--- config.mk ---
export PLATFORM = sky130hd
export DESIGN_NAME = clocked_lfsr_byte_stream_cipher_core
export DESIGN_NICKNAME = d
export VERILOG_FILES = /design/src/design/clbsc_pkg.sv /design/src/design/clbsc_front.sv /design/src/design/clbsc_queue.sv /design/src/design/clbsc_back.sv /design/src/design/clocked_lfsr_byte_stream_cipher_core.sv
export SDC_FILE = /design/constraint.sdc
export NUM_CORES = 1
export LEC_CHECK = 0
export ABC_AREA = 1
export BUFFER_PORTS_ARGS = -buffer_cell sky130_fd_sc_hd__buf_2
export CORE_ASPECT_RATIO = 1.2
export CORE_UTILIZATION = 64
export DETAILED_ROUTE_END_ITERATION = 8
export GPL_TIMING_DRIVEN = 0
export MAX_ROUTING_LAYER = met4
export PLACE_DENSITY = 0.91
export SLEW_MARGIN = 20
export SYNTH_ARGS = -nofsm -noshare
export SYNTH_HDL_FRONTEND = slang
export SYNTH_HIERARCHICAL = 1
export SYNTH_SLANG_ARGS = --single-unit
--- constraint.sdc ---
create_clock -name clk -period 7.99 [get_ports clk]
set_input_delay 1.1985 -clock clk [delete_from_list [all_inputs] [get_ports clk]]
set_output_delay 1.1985 -clock clk [all_outputs]
set_load 0.01 [all_outputs]
--- src/design/clbsc_pkg.sv ---
package clbsc_pkg;

	localparam int unsigned SEED_W = 32;
	localparam int unsigned BYTE_W = 8;
	localparam int unsigned CFG_IDX_W = 2;

	// Slots in the queue between front and back (one-bit pointers, two-bit count)
	localparam int unsigned Q_DEPTH = 2;

	// Register indexes on the configuration port
	localparam logic [CFG_IDX_W-1:0] CFG_SEED_A = 2'd0;
	localparam logic [CFG_IDX_W-1:0] CFG_SEED_B = 2'd1;
	localparam logic [CFG_IDX_W-1:0] CFG_SEED_C = 2'd2;

	// Default seeds, also the reset values
	localparam logic [SEED_W-1:0] DEF_A = 32'h1357_9bdf;
	localparam logic [SEED_W-1:0] DEF_B = 32'h2468_ace0;
	localparam logic [SEED_W-1:0] DEF_C = 32'hfdb9_7531;

	// Step constants per register: tap mask, fill for the set case, keep mask
	localparam logic [SEED_W-1:0] TAP_A  = 32'h8000_0062;
	localparam logic [SEED_W-1:0] ONES_A = 32'h8000_0000;
	localparam logic [SEED_W-1:0] KEEP_A = 32'h7fff_ffff;
	localparam logic [SEED_W-1:0] TAP_B  = 32'h4000_0020;
	localparam logic [SEED_W-1:0] ONES_B = 32'hc000_0000;
	localparam logic [SEED_W-1:0] KEEP_B = 32'h3fff_ffff;
	localparam logic [SEED_W-1:0] TAP_C  = 32'h1000_0002;
	localparam logic [SEED_W-1:0] ONES_C = 32'hf000_0000;
	localparam logic [SEED_W-1:0] KEEP_C = 32'h0fff_ffff;

	// One byte job in the queue between front and back
	typedef struct packed {
		logic [BYTE_W-1:0] data;
		logic              restart;
	} item_t;

	// The three shift registers (or the three seeds)
	typedef struct packed {
		logic [SEED_W-1:0] a;
		logic [SEED_W-1:0] b;
		logic [SEED_W-1:0] c;
	} lfsr_t;

	typedef struct packed {
		lfsr_t             nxt;
		logic [BYTE_W-1:0] ks;
	} ks_res_t;

	function automatic logic [SEED_W-1:0] lfsr_step(
		input logic [SEED_W-1:0] r,
		input logic [SEED_W-1:0] tap,
		input logic [SEED_W-1:0] ones,
		input logic [SEED_W-1:0] keep
	);
		logic [SEED_W-1:0] res;
		if (r[0]) begin
			res = ((r ^ tap) >> 1) | ones;
		end else begin
			res = (r >> 1) & keep;
		end
		return res;
	endfunction

	// Eight clocked steps, first keystream bit lands in the MSB
	function automatic ks_res_t ks_byte(input lfsr_t s);
		ks_res_t           res;
		logic [SEED_W-1:0] a;
		logic [SEED_W-1:0] b;
		logic [SEED_W-1:0] c;
		logic              ob;
		logic              oc;
		logic              sel;
		logic [BYTE_W-1:0] ks;
		a  = s.a;
		b  = s.b;
		c  = s.c;
		ob = b[0];
		oc = c[0];
		ks = '0;
		for (int i = 0; i < BYTE_W; i++) begin
			sel = a[0];
			a   = lfsr_step(a, TAP_A, ONES_A, KEEP_A);
			if (sel) begin
				ob = b[0];
				b  = lfsr_step(b, TAP_B, ONES_B, KEEP_B);
			end else begin
				oc = c[0];
				c  = lfsr_step(c, TAP_C, ONES_C, KEEP_C);
			end
			ks = {ks[BYTE_W-2:0], ob ^ oc};
		end
		res.nxt.a = a;
		res.nxt.b = b;
		res.nxt.c = c;
		res.ks    = ks;
		return res;
	endfunction

endpackage

--- src/design/clbsc_front.sv ---
module clbsc_front (
	input  logic                              clk,
	input  logic                              arst_n,
	input  logic                              in_valid,
	output logic                              in_ready,
	input  logic [clbsc_pkg::BYTE_W-1:0]      data_in,
	input  logic                              restart,
	input  logic                              cfg_valid,
	output logic                              cfg_ready,
	input  logic [clbsc_pkg::CFG_IDX_W-1:0]   cfg_index,
	input  logic [clbsc_pkg::SEED_W-1:0]      cfg_data,
	output clbsc_pkg::lfsr_t                  seeds,
	input  logic                              q_full,
	output logic                              q_push,
	output clbsc_pkg::item_t                  q_item
);

	clbsc_pkg::lfsr_t seed_q;

	// zero seed swapped for its default when written, so a restart loads directly
	always_ff @(posedge clk or negedge arst_n) begin
		if (!arst_n) begin
			seed_q.a <= clbsc_pkg::DEF_A;
			seed_q.b <= clbsc_pkg::DEF_B;
			seed_q.c <= clbsc_pkg::DEF_C;
		end else if (cfg_valid) begin
			case (cfg_index)
				clbsc_pkg::CFG_SEED_A: begin
					seed_q.a <= (cfg_data == '0) ? clbsc_pkg::DEF_A : cfg_data;
				end
				clbsc_pkg::CFG_SEED_B: begin
					seed_q.b <= (cfg_data == '0) ? clbsc_pkg::DEF_B : cfg_data;
				end
				clbsc_pkg::CFG_SEED_C: begin
					seed_q.c <= (cfg_data == '0) ? clbsc_pkg::DEF_C : cfg_data;
				end
				default: begin
				end
			endcase
		end
	end

	assign cfg_ready      = 1'b1;
	assign seeds          = seed_q;
	assign in_ready       = !q_full;
	assign q_push         = in_valid && !q_full;
	assign q_item.data    = data_in;
	assign q_item.restart = restart;

endmodule

--- src/design/clbsc_queue.sv ---
module clbsc_queue (
	input  logic             clk,
	input  logic             arst_n,
	input  logic             push,
	input  clbsc_pkg::item_t push_item,
	output logic             full,
	input  logic             pop,
	output logic             not_empty,
	output clbsc_pkg::item_t head
);

	clbsc_pkg::item_t slot_q [clbsc_pkg::Q_DEPTH];
	logic             wr_ptr_q;
	logic             rd_ptr_q;
	logic [1:0]       count_q;

	assign full      = (count_q == 2'(clbsc_pkg::Q_DEPTH));
	assign not_empty = (count_q != 2'd0);
	assign head      = slot_q[rd_ptr_q];

	always_ff @(posedge clk) begin
		if (push) begin
			slot_q[wr_ptr_q] <= push_item;
		end
	end

	always_ff @(posedge clk or negedge arst_n) begin
		if (!arst_n) begin
			wr_ptr_q <= 1'b0;
			rd_ptr_q <= 1'b0;
			count_q  <= 2'd0;
		end else begin
			if (push) begin
				wr_ptr_q <= !wr_ptr_q;
			end
			if (pop) begin
				rd_ptr_q <= !rd_ptr_q;
			end
			case ({push, pop})
				2'b10:   count_q <= count_q + 2'd1;
				2'b01:   count_q <= count_q - 2'd1;
				default: count_q <= count_q;
			endcase
		end
	end

endmodule

--- src/design/clbsc_back.sv ---
module clbsc_back (
	input  logic                         clk,
	input  logic                         arst_n,
	input  clbsc_pkg::lfsr_t             seeds,
	input  logic                         q_not_empty,
	input  clbsc_pkg::item_t             q_head,
	output logic                         q_pop,
	output logic                         out_valid,
	input  logic                         out_ready,
	output logic [clbsc_pkg::BYTE_W-1:0] data_out
);

	clbsc_pkg::lfsr_t              lfsr_q;
	clbsc_pkg::lfsr_t              start;
	clbsc_pkg::ks_res_t            res;
	logic                          out_valid_q;
	logic [clbsc_pkg::BYTE_W-1:0]  data_out_q;

	assign q_pop = q_not_empty && (!out_valid_q || out_ready);
	assign start = q_head.restart ? seeds : lfsr_q;
	assign res   = clbsc_pkg::ks_byte(start);

	always_ff @(posedge clk or negedge arst_n) begin
		if (!arst_n) begin
			lfsr_q.a    <= clbsc_pkg::DEF_A;
			lfsr_q.b    <= clbsc_pkg::DEF_B;
			lfsr_q.c    <= clbsc_pkg::DEF_C;
			out_valid_q <= 1'b0;
		end else begin
			if (q_pop) begin
				lfsr_q      <= res.nxt;
				out_valid_q <= 1'b1;
			end else if (out_ready) begin
				out_valid_q <= 1'b0;
			end
		end
	end

	always_ff @(posedge clk) begin
		if (q_pop) begin
			data_out_q <= q_head.data ^ res.ks;
		end
	end

	assign out_valid = out_valid_q;
	assign data_out  = data_out_q;

endmodule

--- src/design/clocked_lfsr_byte_stream_cipher_core.sv ---
// Channel  | handshake             | payload
// ---------+-----------------------+----------------------------------
// in       | in_valid / in_ready   | data_in[7:0], restart
// out      | out_valid / out_ready | data_out[7:0]
// cfg      | cfg_valid / cfg_ready | cfg_index[1:0], cfg_data[31:0]
//
// One byte per clock sustained while out_ready stays high. A beat sits in a queue
// slot after acceptance and, once the output register is free, is popped through the
// eight-step keystream unit into the output register, which drives data_out.
// Reset (arst_n low) loads the default seeds and shift registers and empties the queue.
// The front keeps taking beats while the queue has room, so a stall on out backs up
// through the two-slot queue before in_ready drops. cfg_ready is always high.
module clocked_lfsr_byte_stream_cipher_core (
	input  logic                              clk,
	input  logic                              arst_n,
	input  logic                              in_valid,
	output logic                              in_ready,
	input  logic [clbsc_pkg::BYTE_W-1:0]      data_in,
	input  logic                              restart,
	output logic                              out_valid,
	input  logic                              out_ready,
	output logic [clbsc_pkg::BYTE_W-1:0]      data_out,
	input  logic                              cfg_valid,
	output logic                              cfg_ready,
	input  logic [clbsc_pkg::CFG_IDX_W-1:0]   cfg_index,
	input  logic [clbsc_pkg::SEED_W-1:0]      cfg_data
);

	clbsc_pkg::lfsr_t seeds;
	clbsc_pkg::item_t push_item;
	clbsc_pkg::item_t head;
	logic             q_full;
	logic             q_push;
	logic             q_pop;
	logic             q_not_empty;

	// Front: seed registers (zero seed mapped to default on write) and input accept
	clbsc_front u_front (
		.clk       (clk),
		.arst_n    (arst_n),
		.in_valid  (in_valid),
		.in_ready  (in_ready),
		.data_in   (data_in),
		.restart   (restart),
		.cfg_valid (cfg_valid),
		.cfg_ready (cfg_ready),
		.cfg_index (cfg_index),
		.cfg_data  (cfg_data),
		.seeds     (seeds),
		.q_full    (q_full),
		.q_push    (q_push),
		.q_item    (push_item)
	);

	// Two-slot queue decouples the input side from output back-pressure
	clbsc_queue u_queue (
		.clk       (clk),
		.arst_n    (arst_n),
		.push      (q_push),
		.push_item (push_item),
		.full      (q_full),
		.pop       (q_pop),
		.not_empty (q_not_empty),
		.head      (head)
	);

	// Back: keystream byte from the three shift registers, XOR, output register
	clbsc_back u_back (
		.clk         (clk),
		.arst_n      (arst_n),
		.seeds       (seeds),
		.q_not_empty (q_not_empty),
		.q_head      (head),
		.q_pop       (q_pop),
		.out_valid   (out_valid),
		.out_ready   (out_ready),
		.data_out    (data_out)
	);

endmodule
==> impl_metrics.ini <==
[critical_path]
cp_cell_sequence = buf_6 > o21ai_1 > buf_6 > inv_4 > buf_6 > or2_1 > o21ai_1 > inv_1 > nand3_1 > nand2_1 > buf_4 > nand2_1 > nand3_1 > nand2_1 > xor2_1 > xor2_1
path_delay_family = compound AO/OA/AOI/OAI gates
endpoint_kind = flop
crit_path_start = u_queue/rd_ptr_q
cp_slowest_cell = o21ai_1
cp_max_fo = 10
required_ps = 8210
start_kind = flop
worstReg2RegStart = u_queue/rd_ptr_q
cp_num_buf_inv = 6
slowest_delay_ps = 780
crit_type = reg -> reg
worstPathArrival_ps = 4980

[logic_synthesis]
yosys_warnings = 6
synth_fp_nets = 2647
syn-cell-area_um2 = 16400
avgSynthCellArea_um2 = 6.31
netlist_instances = 2598

[timing]
report.final.hold_viol_count = 0
rsz0062_at_grt = false
fin_skew_ps = 22.4
setup_viol = 0
fin_tns_setup_ps = 0
slew_headroom = 0.209
worst_slew_pin_slew_ps = 1170
max_freq_ghz = 0.210
worst_hold_slack_ps = 470
final.period_utilization = 0.595
drv_slew = 0
period_minus_slack_ps = 4760
finalWorstSetupSlack_ps = 3230

[clocking]
cts_setup_buffers = 0
cts_tree = done
cts_max_path_buffers = 3
clk_latency_ps = 540
cts_resized = 0
hold_buffers = 0
cts.clk_slew.worst_paths_ps = 60
numCtsBuffers = 24
cts_max_level = 1
cts_root_buf = clkbuf_16
cts.sinks = 215

[grt]
grt_max_degree = 83
track_usage = 0.538
overflow = 0
grt_pass1_vias = 18100
antenna_found_initial = 1
grt_pass1_wl_mm = 103

[floorplanning]
coreArea_um2 = 24900
start_util = 0.658
die_w_um = 148
boundaryPins = 59
die_y_um = 177
rows = 63
die_area_um2 = 26300

[run]
cap_viol_max_count = 0

[drt]
drt-initial-drc-count = 2790
wire_per_inst_um = 22.3
drt-pass1-iter-count = 8
vias = 19300
wl_mm = 67.4
vias_per_cell = 6.38
drc = 0
antenna_left = 0

[place]
dpl_worst_slack_ps = 3640
placed_area_um2 = 17100
numPortBuffers = 48
place_congestion = 1.07
dp_hpwl_mm = 50.2

[worst_hold_path]
hold_class = reg -> reg
hold_start = u_front/seeds[54]

[final_layout]
area_growth_pct = 9.64
drive_gt1_frac = 0.149
final_nets = 2724
fillerInstances = 2014
final_area_um2 = 18000

[outcome]
status = finished, final reports clean
## metal layers
layer,share of wire,GRT usage,up-vias
li1,-,-,8465
met4,0.097,0.401,0
met3,0.14,0.150,492
met2,0.43,0.806,1678
met1,0.34,0.615,8622
met5,0,-,-
## state kept, by name, summed over array words and instances (netlist names)
| register | count |
|---|---|
| u_queue/wr_ptr_q | 1 |
| u_queue/count_q | 2 |
| u_back/out_valid | 1 |
| u_queue/rd_ptr_q | 1 |
| u_back/data_out | 8 |
| u_back/lfsr_q | 92 |
| u_front/seeds | 92 |
| u_queue/slot_q | 18 |
## tightest hold or removal path: cells and delay by family (launching register included)
kind	cells	cell delay, ps
flip-flops	1	370
AND/OR/NAND/NOR	2	100
## worst paths after layout
kind | cells past startpoint | endpoint | slack (ps)
hold reg to reg | 2 | u_front/seeds[54] | 470
setup / recovery | 16 | u_back/data_out[2] | 3230
hold / removal | 2 | u_front/seeds[54] | 470
max in group asynchronous | 3 | u_front/seeds[23] | 6290
setup reg to reg | 16 | u_back/data_out[2] | 3230
min in group asynchronous | 1 | u_queue/count_q[0] | 580
## cells in the final DEF, fill, tap and decap left out, types with 14 or more instances in the layout
cell type and n:
dfstp_2 98, clkbuf_1 28, dfrtp_1 91, clkbuf_16 25
buf_2 136, o21ai_1 105, nand2_1 1203, or2_2 14
o211ai_1 18, inv_1 149, nand3_1 282, nand2_2 19
buf_4 36, nor2_1 64, xnor2_1 14, buf_6 19
edfxtp_1 26, xor2_1 20, o21ai_0 237
## layout make-up
cell class              instances  area (um^2)  area share
multi-input cells            2048         9100       0.506
diodes                          1         2.50    0.000139
plain buffers                 172         1040      0.0580
repair buffers                 51          313      0.0174
well taps                     325          407      0.0226
clock buffers                  30          664      0.0370
flip-flops and latches        215         5630       0.313
clock inverters                14          194      0.0108
inverters                     163          619      0.0344
## metrics by stage
| stage | std cells | util |
|---|---|---|
| 2_1_floorplan | 2598 | - |
| 3_3_place_gp | 2971 | 0.684 |
| 3_5_place_dp | 2973 | 0.687 |
| 4_1_cts | 3017 | 0.721 |
| 5_1_grt | 3019 | 0.722 |
| 6_report | 3019 | 0.722 |
Power is not shown: default switching activity piles up to over one toggle a cycle in this logic, so the estimate is an artifact.
